<file path="config.mk">
export PLATFORM = sky130hd
export DESIGN_NAME = decay_energy_constraint
export DESIGN_NICKNAME = d
export VERILOG_FILES = /design/src/dec_pkg.sv /design/src/dec_front.sv /design/src/dec_fifo.sv /design/src/dec_back.sv /design/src/decay_energy_constraint.sv
export VERILOG_INCLUDE_DIRS = /design/src /design/src/src
export SDC_FILE = /design/constraint.sdc
export NUM_CORES = 2
export LEC_CHECK = 0
export BUFFER_PORTS_ARGS = -buffer_cell sky130_fd_sc_hd__buf_2
export CAP_MARGIN = 20
export CELL_PAD_IN_SITES_DETAIL_PLACEMENT = 0
export CELL_PAD_IN_SITES_GLOBAL_PLACEMENT = 1
export CORE_MARGIN = 2
export CORE_UTILIZATION = 35
export CTS_CLUSTER_DIAMETER = 40
export DETAILED_ROUTE_END_ITERATION = 16
export PLACE_DENSITY = 0.57
export SYNTH_ARGS = -nofsm -noshare
export SYNTH_HDL_FRONTEND = slang
export SYNTH_HIERARCHICAL = 1
export SYNTH_SLANG_ARGS = --single-unit
export TNS_END_PERCENT = 10
</file>
<file path="constraint.sdc">
create_clock -name clk -period 18.6 [get_ports clk]
set_clock_uncertainty 0.2 [all_clocks]
set_input_delay 0.93 -clock clk [delete_from_list [all_inputs] [get_ports clk]]
set_output_delay 0.93 -clock clk [all_outputs]
set_load 0.02 [all_outputs]
</file>
<file path="src/decay_energy_constraint_defines.svh">
// Assertion macros for the decay energy constraint block.
// Included by dec_back, which checks its own logic; no other dependency.
`ifndef DECAY_ENERGY_CONSTRAINT_DEFINES_SVH
`define DECAY_ENERGY_CONSTRAINT_DEFINES_SVH
`ifndef SYNTHESIS
`define DEC_ASSERT(label, clk, rst, prop, msg) \
  label: assert property (@(posedge clk) disable iff (rst) prop) else $error(msg);
`define DEC_NEVER(label, clk, rst, prop, msg) \
  label: assert property (@(posedge clk) disable iff (rst) !(prop)) else $error(msg);
`else
`define DEC_ASSERT(label, clk, rst, prop, msg)
`define DEC_NEVER(label, clk, rst, prop, msg)
`endif
`endif

</file>
<file path="src/dec_pkg.sv">
// Shared types and constants for the decay energy constraint block.
// No dependencies; used by every module of the block.
package dec_pkg;

  localparam int MOM_W         = 26;
  localparam int MASS_W        = 18;
  localparam int EN_W          = 26;
  localparam int SUM_W         = 2 * MOM_W;
  localparam int RES_W         = 28;
  localparam int GRAD_W        = 32;
  localparam int Q_FRAC        = 30;
  localparam int MAX_PARTICLES = 8;
  localparam int POS_W         = $clog2(MAX_PARTICLES);
  localparam int CFG_W         = 18;
  localparam int CFG_IDX_W     = 2;
  localparam int CNT_W         = 5;

  localparam logic [MASS_W-1:0] KAON_MASS_RST = MASS_W'(126381);
  localparam logic [MASS_W-1:0] PION_MASS_RST = MASS_W'(35730);

  typedef enum logic [1:0] {
    MODE_K2PI       = 2'd0,
    MODE_K2PI_GAMMA = 2'd1,
    MODE_K3PI       = 2'd2,
    MODE_INVALID    = 2'd3
  } mode_t;

  typedef enum logic [CFG_IDX_W-1:0] {
    CFG_DECAY_MODE = 2'd0,
    CFG_KAON_MASS  = 2'd1,
    CFG_PION_MASS  = 2'd2
  } cfg_idx_t;

  typedef enum logic [2:0] {
    ST_IDLE,
    ST_SQUARE,
    ST_ROOT,
    ST_DIVIDE,
    ST_DONE
  } back_state_t;

  // One classified particle on its way from the front to the back.
  typedef struct packed {
    logic [2:0][MOM_W-1:0] mag;
    logic [2:0]            neg;
    logic [MASS_W-1:0]     mass;
    logic                  no_mass;
    logic                  parent;
    logic                  last;
  } entry_t;

endpackage

</file>
<file path="src/dec_front.sv">
// Front end: accepts particles, tracks position within the decay, picks the mass.
// Depends on dec_pkg.
module dec_front (
  input  logic                          clk,
  input  logic                          rst,
  input  logic                          in_valid,
  output logic                          in_stall,
  input  logic [dec_pkg::MOM_W-1:0]     mom_x,
  input  logic [dec_pkg::MOM_W-1:0]     mom_y,
  input  logic [dec_pkg::MOM_W-1:0]     mom_z,
  input  logic                          last_particle,
  input  dec_pkg::mode_t                decay_mode,
  input  logic [dec_pkg::MASS_W-1:0]    kaon_mass,
  input  logic [dec_pkg::MASS_W-1:0]    pion_mass,
  input  logic                          fifo_full,
  output logic                          push,
  output dec_pkg::entry_t               entry
);

  logic [dec_pkg::POS_W-1:0] position;
  logic [dec_pkg::MOM_W-1:0] mom [3];
  logic [dec_pkg::MASS_W-1:0] mass;
  logic                       none;

  assign in_stall = fifo_full;
  assign push     = in_valid && !fifo_full;
  assign mom[0]   = mom_x;
  assign mom[1]   = mom_y;
  assign mom[2]   = mom_z;

  always_comb begin
    mass = '0;
    none = 1'b0;
    unique case (decay_mode)
      dec_pkg::MODE_K2PI: begin
        if (position == 0) mass = kaon_mass;
        else if (position == 1) mass = pion_mass;
        else if (position > 3) none = 1'b1;
      end
      dec_pkg::MODE_K2PI_GAMMA: begin
        if (position == 0) mass = kaon_mass;
        else if (position == 1) mass = pion_mass;
        else if (position > 4) none = 1'b1;
      end
      dec_pkg::MODE_K3PI: begin
        if (position == 0) mass = kaon_mass;
        else if (position <= 3) mass = pion_mass;
        else none = 1'b1;
      end
      default: none = 1'b1;
    endcase
  end

  always_comb begin
    for (int i = 0; i < 3; i++) begin
      entry.neg[i] = mom[i][dec_pkg::MOM_W-1];
      entry.mag[i] = mom[i][dec_pkg::MOM_W-1] ? (~mom[i] + 1'b1) : mom[i];
    end
    entry.mass    = mass;
    entry.no_mass = none;
    entry.parent  = (position == 0);
    entry.last    = last_particle;
  end

  always_ff @(posedge clk) begin
    if (rst) begin
      position <= '0;
    end else if (push) begin
      if (last_particle) position <= '0;
      else if (position < dec_pkg::POS_W'(dec_pkg::MAX_PARTICLES - 1))
        position <= position + 1'b1;
    end
  end

endmodule

</file>
<file path="src/dec_fifo.sv">
// Two-entry queue between the front and back ends.
// Depends on dec_pkg for the entry type.
module dec_fifo (
  input  logic            clk,
  input  logic            rst,
  input  logic            push,
  input  dec_pkg::entry_t wdata,
  output logic            full,
  input  logic            pop,
  output logic            not_empty,
  output dec_pkg::entry_t rdata
);

  dec_pkg::entry_t slots [2];
  logic            wr_ptr;
  logic            rd_ptr;
  logic [1:0]      count;

  assign full      = (count == 2'd2);
  assign not_empty = (count != 2'd0);
  assign rdata     = slots[rd_ptr];

  always_ff @(posedge clk) begin
    if (push) slots[wr_ptr] <= wdata;
  end

  always_ff @(posedge clk) begin
    if (rst) begin
      wr_ptr <= 1'b0;
      rd_ptr <= 1'b0;
      count  <= '0;
    end else begin
      if (push) wr_ptr <= ~wr_ptr;
      if (pop) rd_ptr <= ~rd_ptr;
      count <= count + {1'b0, push} - {1'b0, pop};
    end
  end

endmodule

</file>
<file path="src/dec_back.sv">
// Back end: squares, integer square root, three divisions, residual update.
// Depends on dec_pkg and the assertion macros header.
`include "decay_energy_constraint_defines.svh"
module dec_back (
  input  logic                              clk,
  input  logic                              rst,
  input  logic                              entry_valid,
  input  dec_pkg::entry_t                   entry,
  output logic                              pop,
  output logic                              out_valid,
  input  logic                              out_stall,
  output logic [dec_pkg::EN_W-1:0]          energy,
  output logic signed [dec_pkg::GRAD_W-1:0] grad_x,
  output logic signed [dec_pkg::GRAD_W-1:0] grad_y,
  output logic signed [dec_pkg::GRAD_W-1:0] grad_z,
  output logic signed [dec_pkg::RES_W-1:0]  residual,
  output logic                              no_mass,
  output logic                              last_out
);

  dec_pkg::back_state_t state, state_next;
  dec_pkg::entry_t      cur;
  logic [dec_pkg::CNT_W-1:0] cnt;
  logic [dec_pkg::SUM_W-1:0] prod, acc, rad;
  logic [dec_pkg::EN_W+1:0]  rem_s;
  logic [dec_pkg::EN_W-1:0]  root;
  logic [dec_pkg::EN_W:0]    rem_d [3];
  logic [dec_pkg::Q_FRAC:0]  quo [3];
  logic signed [dec_pkg::RES_W-1:0] balance;
  logic                      load_out;

  logic [dec_pkg::MOM_W-1:0]  sq_sel;
  logic [dec_pkg::EN_W+3:0]   rem_t, trial;
  logic [dec_pkg::EN_W:0]     div_t [3];
  logic signed [dec_pkg::RES_W:0] diff;
  logic signed [dec_pkg::RES_W-1:0] bal;
  logic [dec_pkg::GRAD_W-1:0] grad [3];

  always_ff @(posedge clk) begin
    if (rst) state <= dec_pkg::ST_IDLE;
    else state <= state_next;
  end

  always_comb begin
    state_next = state;
    pop        = 1'b0;
    load_out   = 1'b0;
    unique case (state)
      dec_pkg::ST_IDLE: begin
        if (entry_valid) begin
          pop        = 1'b1;
          state_next = dec_pkg::ST_SQUARE;
        end
      end
      dec_pkg::ST_SQUARE: if (cnt == 4) state_next = dec_pkg::ST_ROOT;
      dec_pkg::ST_ROOT:   if (cnt == dec_pkg::CNT_W'(dec_pkg::EN_W - 1))
        state_next = dec_pkg::ST_DIVIDE;
      dec_pkg::ST_DIVIDE: if (cnt == dec_pkg::CNT_W'(dec_pkg::Q_FRAC))
        state_next = dec_pkg::ST_DONE;
      dec_pkg::ST_DONE: begin
        if (!out_valid || !out_stall) begin
          load_out   = 1'b1;
          state_next = dec_pkg::ST_IDLE;
        end
      end
      default: state_next = dec_pkg::ST_IDLE;
    endcase
  end

  always_comb begin
    case (cnt[1:0])
      2'd0:    sq_sel = cur.mag[0];
      2'd1:    sq_sel = cur.mag[1];
      2'd2:    sq_sel = cur.mag[2];
      default: sq_sel = {{(dec_pkg::MOM_W - dec_pkg::MASS_W){1'b0}}, cur.mass};
    endcase
    rem_t = {rem_s, rad[dec_pkg::SUM_W-1 -: 2]};
    trial = {2'b00, root, 2'b01};
    for (int i = 0; i < 3; i++) div_t[i] = {rem_d[i][dec_pkg::EN_W-1:0], 1'b0};
  end

  always_ff @(posedge clk) begin
    unique case (state)
      dec_pkg::ST_IDLE: begin
        cur <= entry;
        cnt <= '0;
        acc <= '0;
      end
      dec_pkg::ST_SQUARE: begin
        prod <= sq_sel * sq_sel;
        acc  <= acc + ((cnt == 0) ? '0 : prod);
        cnt  <= cnt + 1'b1;
        if (cnt == 4) begin
          rad   <= acc + prod;
          rem_s <= '0;
          root  <= '0;
          cnt   <= '0;
        end
      end
      dec_pkg::ST_ROOT: begin
        // take two radicand bits per step
        rad <= rad << 2;
        if (rem_t >= trial) begin
          rem_s <= dec_pkg::EN_W'(0) + (dec_pkg::EN_W+2)'(rem_t - trial);
          root  <= {root[dec_pkg::EN_W-2:0], 1'b1};
        end else begin
          rem_s <= rem_t[dec_pkg::EN_W+1:0];
          root  <= {root[dec_pkg::EN_W-2:0], 1'b0};
        end
        cnt <= (cnt == dec_pkg::CNT_W'(dec_pkg::EN_W - 1)) ? '0 : cnt + 1'b1;
      end
      dec_pkg::ST_DIVIDE: begin
        for (int i = 0; i < 3; i++) begin
          if (cnt == 0) begin
            // integer bit: magnitude never exceeds the energy
            if (cur.mag[i] >= root) begin
              rem_d[i] <= {1'b0, cur.mag[i] - root};
              quo[i]   <= (dec_pkg::Q_FRAC+1)'(1);
            end else begin
              rem_d[i] <= {1'b0, cur.mag[i]};
              quo[i]   <= '0;
            end
          end else if (div_t[i] >= {1'b0, root}) begin
            rem_d[i] <= div_t[i] - {1'b0, root};
            quo[i]   <= {quo[i][dec_pkg::Q_FRAC-1:0], 1'b1};
          end else begin
            rem_d[i] <= div_t[i];
            quo[i]   <= {quo[i][dec_pkg::Q_FRAC-1:0], 1'b0};
          end
        end
        cnt <= cnt + 1'b1;
      end
      default: ;
    endcase
  end

  always_comb begin
    diff = $signed({balance[dec_pkg::RES_W-1], balance})
         - $signed({3'b000, root});
    if (cur.parent) bal = $signed({2'b00, root});
    else if (diff < -$signed((dec_pkg::RES_W+1)'(1) <<< (dec_pkg::RES_W - 1)))
      bal = {1'b1, {(dec_pkg::RES_W-1){1'b0}}};
    else bal = diff[dec_pkg::RES_W-1:0];
    for (int i = 0; i < 3; i++) begin
      if (root == 0) grad[i] = '0;
      else if (cur.neg[i] ^ ~cur.parent)
        grad[i] = ~{1'b0, quo[i]} + 1'b1;
      else grad[i] = {1'b0, quo[i]};
    end
  end

  always_ff @(posedge clk) begin
    if (rst) begin
      out_valid <= 1'b0;
      balance   <= '0;
    end else if (load_out) begin
      out_valid <= 1'b1;
      balance   <= cur.last ? '0 : bal;
    end else if (!out_stall) begin
      out_valid <= 1'b0;
    end
  end

  always_ff @(posedge clk) begin
    if (load_out) begin
      energy   <= root;
      grad_x   <= grad[0];
      grad_y   <= grad[1];
      grad_z   <= grad[2];
      residual <= bal;
      no_mass  <= cur.no_mass;
      last_out <= cur.last;
    end
  end

  `DEC_ASSERT(a_pop_idle, clk, rst, pop |-> state == dec_pkg::ST_IDLE, "pop outside idle")
  `DEC_ASSERT(a_div_rem, clk, rst,
    (state == dec_pkg::ST_DIVIDE && cnt != 0) |-> rem_d[0] < {1'b0, root} || root == 0,
    "division remainder not below divisor")
  `DEC_NEVER(a_load_stalled, clk, rst, load_out && out_valid && out_stall,
    "result overwritten while stalled")

endmodule

</file>
<file path="src/decay_energy_constraint.sv">
// Decay energy balance constraint. The back end handles one particle at a time
// and takes no new one from the queue until the last is through. It takes the
// item from the queue, forms the squares on one 26x26 multiplier, runs the
// two-bit-per-step square root, then the three bit-serial divisions side by
// side, and loads the result. A two-entry queue lets the front accept while the
// back works; a stalled result holds the back end until it is taken.
// Depends on dec_pkg, dec_front, dec_fifo and dec_back.
module decay_energy_constraint (
  input  logic                              clk,
  input  logic                              rst,
  input  logic                              cfg_write,
  input  logic [dec_pkg::CFG_IDX_W-1:0]     cfg_index,
  input  logic [dec_pkg::CFG_W-1:0]         cfg_data,
  input  logic                              in_valid,
  output logic                              in_stall,
  input  logic signed [dec_pkg::MOM_W-1:0]  mom_x,
  input  logic signed [dec_pkg::MOM_W-1:0]  mom_y,
  input  logic signed [dec_pkg::MOM_W-1:0]  mom_z,
  input  logic                              last_particle,
  output logic                              out_valid,
  input  logic                              out_stall,
  output logic [dec_pkg::EN_W-1:0]          energy,
  output logic signed [dec_pkg::GRAD_W-1:0] grad_x,
  output logic signed [dec_pkg::GRAD_W-1:0] grad_y,
  output logic signed [dec_pkg::GRAD_W-1:0] grad_z,
  output logic signed [dec_pkg::RES_W-1:0]  residual,
  output logic                              no_mass,
  output logic                              last_out
);

  dec_pkg::mode_t             decay_mode;
  logic [dec_pkg::MASS_W-1:0] kaon_mass;
  logic [dec_pkg::MASS_W-1:0] pion_mass;
  logic                       push, full, pop, not_empty;
  dec_pkg::entry_t            wentry, rentry;

  always_ff @(posedge clk) begin
    if (rst) begin
      decay_mode <= dec_pkg::MODE_K2PI;
      kaon_mass  <= dec_pkg::KAON_MASS_RST;
      pion_mass  <= dec_pkg::PION_MASS_RST;
    end else if (cfg_write) begin
      case (cfg_index)
        dec_pkg::CFG_DECAY_MODE: decay_mode <= dec_pkg::mode_t'(cfg_data[1:0]);
        dec_pkg::CFG_KAON_MASS:  kaon_mass  <= cfg_data[dec_pkg::MASS_W-1:0];
        dec_pkg::CFG_PION_MASS:  pion_mass  <= cfg_data[dec_pkg::MASS_W-1:0];
        default: ;
      endcase
    end
  end

  dec_front u_front (
    .clk, .rst, .in_valid, .in_stall,
    .mom_x(mom_x), .mom_y(mom_y), .mom_z(mom_z), .last_particle,
    .decay_mode, .kaon_mass, .pion_mass,
    .fifo_full(full), .push, .entry(wentry)
  );

  dec_fifo u_fifo (
    .clk, .rst, .push, .wdata(wentry), .full,
    .pop, .not_empty, .rdata(rentry)
  );

  dec_back u_back (
    .clk, .rst, .entry_valid(not_empty), .entry(rentry), .pop,
    .out_valid, .out_stall, .energy, .grad_x, .grad_y, .grad_z,
    .residual, .no_mass, .last_out
  );

endmodule
</file>
Word-level counts from Yosys, hierarchy flattened
Memories as Yosys holds them, arrays and structs flattened. A register that Yosys moved wholly into a read port is not among the register bits.
Index checks and enable logic that the tools add are counted.
Widths: inputs -> output; s select.
{"block": "word_totals", "output_inout_bits": 154, "reg_bits": 444, "input_bits": 104, "mem_count": 3, "mem_bits_rw": 378, "elab_cells": 262}
{"name": "u_fifo.slots", "words": 2, "width": 102, "read_ports": 1, "rd_ports_with_merged_regs": 1, "write_ports": 1, "line_no": "dec_fifo.sv:14", "text": "dec_pkg::entry_t slots [2];"}
{"name": "u_back.quo", "words": 3, "width": 31, "read_ports": 3, "rd_ports_with_merged_regs": 0, "write_ports": 3, "line_no": "dec_back.sv:28", "text": "logic [dec_pkg::Q_FRAC:0] quo [3];"}
{"name": "u_back.rem_d", "words": 3, "width": 27, "read_ports": 3, "rd_ports_with_merged_regs": 0, "write_ports": 3, "line_no": "dec_back.sv:27", "text": "logic [dec_pkg::EN_W:0] rem_d [3];"}
{"block": "classes", "mux": 119, "eq_ne": 21, "mul": 1, "bitwise": 33, "reduce_logical": 27, "add_sub_neg": 20, "order_cmp": 12}
{"operator": "$mux 31", "n": 12}
{"operator": "$mux 27", "n": 9}
{"operator": "$pmux 52 s2", "n": 2}
{"operator": "$mux 28", "n": 5}
{"operator": "$add 52x52->52", "n": 2}
{"operator": "$mux 26", "n": 4}
{"operator": "$mux 52", "n": 2}
{"operator": "$add 32x1->32 const B", "n": 3}
{"operator": "$not 31->32", "n": 3}
{"operator": "$ge 27x26->1", "n": 3}
{"operator": "$sub 27x26->27", "n": 3}
{"operator": "$add 26x1->26 const B", "n": 3}
{"operator": "$ge 26x26->1", "n": 3}
{"operator": "$not 26->26", "n": 3}
{"operator": "$pmux 26 s3", "n": 1}
{"operator": "$sub 26x26->26", "n": 3}
{"operator": "$mux 18", "n": 4}
{"operator": "$mux 1", "n": 65}
{"operator": "$pmux 28 s2", "n": 1}
{"operator": "$mul 26x26->52", "n": 1}
{"operator": "$pmux 26 s2", "n": 1}
{"operator": "$pmux 18 s2", "n": 1}
{"operator": "$ge 30x28->1", "n": 1}
{"operator": "$lt 29x28->1 const B", "n": 1}
{"operator": "other kinds (39)", "n": 97}

Depth between registers and ports, before layout
{"block": "depth", "depth_word": 8, "depth_mapped": 38, "depth_no_buf": 33}

By module
The synthesis kept the hierarchy.
{"module": "dec_back", "cells_each": 6568, "seq_area_each_um2": 19829.0, "area_per_inst_um2": 62946.6, "n_inst": 1}
{"module": "dec_fifo", "cells_each": 338, "seq_area_each_um2": 6226.0, "area_per_inst_um2": 7901.3, "n_inst": 1}
{"module": "dec_front", "cells_each": 329, "seq_area_each_um2": 60.1, "area_per_inst_um2": 2159.6, "n_inst": 1}
{"module": "decay_energy_constraint", "cells_each": 158, "seq_area_each_um2": 760.7, "area_per_inst_um2": 1579.0, "n_inst": 1}

Worst setup path before layout
OpenSTA, ideal clock, no wires.
{"block": "synth_path", "kind": "register -> register", "start": "register u_back.state[2]", "end": "register u_back/rad[0] (netlist name) (enable)", "path_slack_ns": 6.821, "required_ns": 17.680, "arrival_ns": 10.859, "synth_period_minus_slack_ns": 11.779, "path_stages_with_launch": 5, "setup_time_ns": 0.720, "path_buffers": 1, "path_cell_list": "dfxtp_1 -> clkbuf_1 -> nor2_1 -> nand2_1 -> o21ai_0"}
{"block": "synth_between", "elab_chain_cells": 3, "elab_cells_between_ends": 5, "classes_between": "eq/ne (3); reduce/logical (2)"}
{"item": "from (decl)", "line_no": "dec_back.sv:21", "text": "dec_pkg::back_state_t state, state_next;"}
{"item": "from (signal assigned)", "line_no": "dec_back.sv:40", "text": "if (rst) state <= dec_pkg::ST_IDLE;"}
{"item": "from (signal assigned)", "line_no": "dec_back.sv:41", "text": "else state <= state_next;"}
{"item": "$eq 3x1->1 / $eq 3x2->1 (equally long branches)", "line_no": "dec_back.sv:83", "text": "unique case (state)"}
{"item": "$ne 2x1->1 (no line) / $reduce_bool 2->1 (equally long branches)"}
{"item": "$reduce_and 2->1 (no line) *"}
{"item": "to (signal assigned)", "line_no": "dec_back.sv:94", "text": "rad <= acc + prod;"}
{"item": "to (signal assigned)", "line_no": "dec_back.sv:102", "text": "rad <= rad << 2;"}
{"item": "to (decl)", "line_no": "dec_back.sv:24", "text": "logic [dec_pkg::SUM_W-1:0] prod, acc, rad;"}
Every way passes the cells marked *; elsewhere a longest branch is shown, timed or not.
A chain may end at the register's enable or synchronous reset.

Worst setup path in the final report
{"block": "layout_path", "start": "register u_back/cnt[1] (netlist name)", "end": "register u_back/prod[48] (netlist name), data pin"}
{"block": "layout_between", "elab_chain_cells": 3, "elab_cells_between_ends": 5, "classes_between": "mul (1); eq/ne (2); mux (1); reduce/logical (1)"}
{"item": "from (decl)", "line_no": "dec_back.sv:23", "text": "logic [dec_pkg::CNT_W-1:0] cnt;"}
{"item": "from (signal assigned)", "line_no": "dec_back.sv:92", "text": "cnt <= cnt + 1'b1;"}
{"item": "from (signal assigned)", "line_no": "dec_back.sv:110", "text": "cnt <= (cnt == dec_pkg::CNT_W'(dec_pkg::EN_W - 1)) ? '0 : cnt + 1'b1;"}
{"item": "from (signal assigned)", "line_no": "dec_back.sv:131", "text": "cnt <= cnt + 1'b1;"}
{"item": "$eq 2x2->1, or another cell as far along", "line_no": "dec_back.sv:71", "text": "case (cnt[1:0])"}
{"item": "$pmux 26 s3 *", "line_no": "dec_back.sv:71"}
{"item": "$mul 26x26->52 *", "line_no": "dec_back.sv:90", "text": "prod <= sq_sel * sq_sel;"}
{"item": "to (signal assigned)", "line_no": "dec_back.sv:90"}
{"item": "to (decl)", "line_no": "dec_back.sv:24"}
Marks and branches as above.

==> flow_metrics.env <==
export IMPL_ys_top_cells_by_count="inv_1, edfxtp_1, nor2_1"
export IMPL_rsz0062_at_grt="no"
export IMPL_synth_top_area_cell="edfxtp_1"
export IMPL_wl_per_cell_um=21.6
export IMPL_clock_latency_ns=0.83
export IMPL_setup_viol=0
export IMPL_holdPathStages=1
export IMPL_cpMostUsedCell="inv_1"
export IMPL_drc=0
export IMPL_syn_inst=7393
export IMPL_worstHoldPathType="in2reg"
export IMPL_io_buffers=257
export IMPL_hold_violations=0
export IMPL_yosysTopAreaCellShare_pct=33.9
export IMPL_routabilityCongestion=0.915
export IMPL_start_util_pct=35.2
export IMPL_drt_met1_wl_um=115000
export IMPL_worstSetupPathType="reg2reg"
export IMPL_clock_sinks=921
export IMPL_dr_max_layer_used="met4"
export IMPL_vias=54839
export IMPL_hp_start="mom_x[0]"
export IMPL_reg2reg_to="u_back/prod[48]$_DFFE_PP_"
export IMPL_die_height_um=466
export IMPL_grt_pass1_vias=55208
export IMPL_start_kind="flip-flop"
export IMPL_ys_seq_elements=921
export IMPL_synth_top_cells_by_area="edfxtp_1, fa_1, ha_1, inv_1, nor2_1"
export IMPL_drive_gt1_share_pct=11.0
export IMPL_grt_use_total_pct=21.0
export IMPL_async_flop_share_pct=0
export IMPL_postRouteAntennaNets=0
export IMPL_cts_tree="yes"
export IMPL_die_x_um=466
export IMPL_cp_data_arrival_time_ns=10.65
export IMPL_via_per_inst=5.15
export IMPL_yosys_warnings=6
export IMPL_ys_flop_type="edfxtp_1"
export IMPL_synth_edf_count=843
export IMPL_fin_setup_tns_ns=0
export IMPL_ys_seq_area_share_pct=36.0
export IMPL_cpPeakStageDelay_ns=0.88
export IMPL_cts_max_level=4
export IMPL_routed_wl_um=230000
export IMPL_ctsResizeCount=0
export IMPL_wl_met3_um=12200
export IMPL_grt_overflow_total=0
export IMPL_endpoint_kind="flip-flop"
export IMPL_ys_types=112
export IMPL_cts_made_buffers=183
export IMPL_final_max_slew_viol_count=0
export IMPL_io_pins=258
export IMPL_cp_required_ns=18.94
export IMPL_path_clk_slew_ns=0.05
export IMPL_synth_most_common_cell="inv_1"
export IMPL_worst_r2r_setup_slack_ns=8.30
export IMPL_relSlewSlack_pct=27.8
export IMPL_grt_pass1_wl_um=348000
export IMPL_min_to="u_fifo/slots[0][24]$_DFFE_PP_"
export IMPL_root_buffer="clkbuf_16"
export IMPL_core_area_um2=212000
export IMPL_fin_crit_sh_pct=55.4
export IMPL_hpwl_um=175000
export IMPL_cts_hold_buf=0
export IMPL_worstPathMaxFanout=27
export IMPL_fmaxAchievable_mhz=97.1
export IMPL_clk_path_buf_depth=3
export IMPL_synth_area_um2=74600
export IMPL_post_cts_setup_buffers=0
export IMPL_finalCriticalPeriod_ns=10.30
export IMPL_grt_max_degree=96
export IMPL_max_cap_viol_count=0
export IMPL_syn_nets=8536
export IMPL_area_growth_pct=14.6
export IMPL_r2r_start="u_back/cnt[1]$_DFFE_PP_"
export IMPL_rows=169
export IMPL_antenna_found_initial=8
export IMPL_worst_slew_pin_slew_ns=1.08
export IMPL_dr_pass1_iters=6
export IMPL_wl_met2_um=96300
export IMPL_dieArea_um2=217000
export IMPL_dr_first_iter_drc_count=4283
export IMPL_avgSynthCellArea_um2=10.1
export IMPL_num_fill_cells=20866
export IMPL_slowest_stage="ha_1"
export IMPL_worst_r2r_path_depth=32
export IMPL_layout_nets=8805
export IMPL_status="completed"
==> metrics by stage <==
step	instance area [µm²]	setup WS [ns]	util, %	hold WS [ns]	std cells
2_1_floorplan	74600	6.82	-	0.200	7393
3_3_place_gp	78900	8.29	37.3	0.258	10293
3_5_place_dp	78900	8.27	37.3	0.262	10294
4_1_cts	85400	8.26	40.3	0.0919	10637
5_1_grt	85500	7.79	40.4	0.123	10642
6_report	85500	8.30	40.4	0.159	10646
==> per-layer routing <==
| metal | global-route usage, % | vias to the layer above |
|---|---|---|
| met3 | 3.32 | 261 |
| met5 | 0 | - |
| met2 | 30.7 | 1416 |
| met1 | 31.8 | 26951 |
| met4 | 6.05 | 0 |
| li1 | - | 26211 |
==> worst max path at each step <==
stage                                 startpoint                          end  cells after the start  slack [ns]
finish                   u_back/cnt[1]$_DFFE_PP_    u_back/prod[48]$_DFFE_PP_                     32        8.30
global placement         u_back/cnt[0]$_DFFE_PP_    u_back/prod[48]$_DFFE_PP_                     32        8.29
global route             u_back/cnt[1]$_DFFE_PP_    u_back/prod[48]$_DFFE_PP_                     32        7.79
detailed placement       u_back/cnt[0]$_DFFE_PP_    u_back/prod[48]$_DFFE_PP_                     32        8.27
floorplan           u_back/state[2]$_SDFFE_PP0P_  u_back/rad[0]$_SDFFCE_PP0P_                      4        6.82
CTS                      u_back/cnt[0]$_DFFE_PP_    u_back/prod[48]$_DFFE_PP_                     32        8.26
==> critical path, delay by kind of cell (launching register included) <==
family	cells	cell delay (ns)
AOI/OAI and AO/OA	10	2.45
xor gates and xnor gates	1	0.16
adders and majority gates	9	4.79
buffers and inverters	9	1.13
DFF	1	0.43
and+or+nand+nor	3	0.87
==> cells in the final DEF, fill, tap and decap left out, types with 40 or more instances in the layout <==
cell type / instances
and3_1: 58
nand3_1: 91
o21a_1: 46
nor3_1: 101
fa_1: 521
nand2b_1: 92
a21oi_1: 504
a211oi_1: 68
nor2_1: 730
xnor2_1: 313
edfxtp_1: 843
ha_1: 518
nor4_1: 44
a31oi_1: 42
mux2i_1: 85
buf_4: 87
or3_1: 43
dfxtp_1: 77
o21bai_1: 40
clkbuf_16: 184
xor2_1: 162
nand2_1: 520
inv_1: 876
o31ai_1: 47
a22oi_1: 52
mux2_4: 80
nor2b_1: 107
o21ai_1: 44
and2_1: 113
nand4_1: 59
buf_2: 256
o21ai_0: 259
a21o_1: 226
==> state kept, by name, summed over array words and instances, names as in the netlist, 32 cells and up, named ones only <==
register and cells:
u_back/grad_z 32, u_fifo/slots 204, u_back/acc 52, u_back/rad 52
u_back/grad_y 32, u_back/grad_x 32, u_back/cur 102, u_back/quo 93
u_back/rem_d 78, u_back/prod 51
==> layout make-up <==
class / count / area (µm²) / share of cell area, %
diodes: 5 / 12.5 / 0.0146
multi-input cells: 5325 / 43300 / 50.6
flip-flops and latches: 921 / 26900 / 31.4
inverters: 884 / 3320 / 3.89
repair buffers: 347 / 2020 / 2.36
clock inverters: 145 / 1810 / 2.11
well taps: 2821 / 3530 / 4.13
clock buffers: 198 / 4660 / 5.45
==> logic make-up (layout without fill, tap and decap cells) <==
logic type | count (synthesis) | after routing | synth area share (%)
AO/OA/AOI/OAI | 1566 | 1566 | 13.6
XOR/XNOR | 477 | 477 | 5.62
adder cells (fa/ha/maj) | 1039 | 1039 | 22.7
buffers and inverters | 1147 | 1574 | 6.06
flip-flops | 921 | 921 | 36.0
multiplexers | 200 | 200 | 3.28
other | 2 | 7 | 0.0101
AND/OR/NAND/NOR | 2041 | 2041 | 12.8
Power is left out: the tool's default activity adds up to more than one toggle a clock period on the data nets, which glitch-free logic cannot reach.
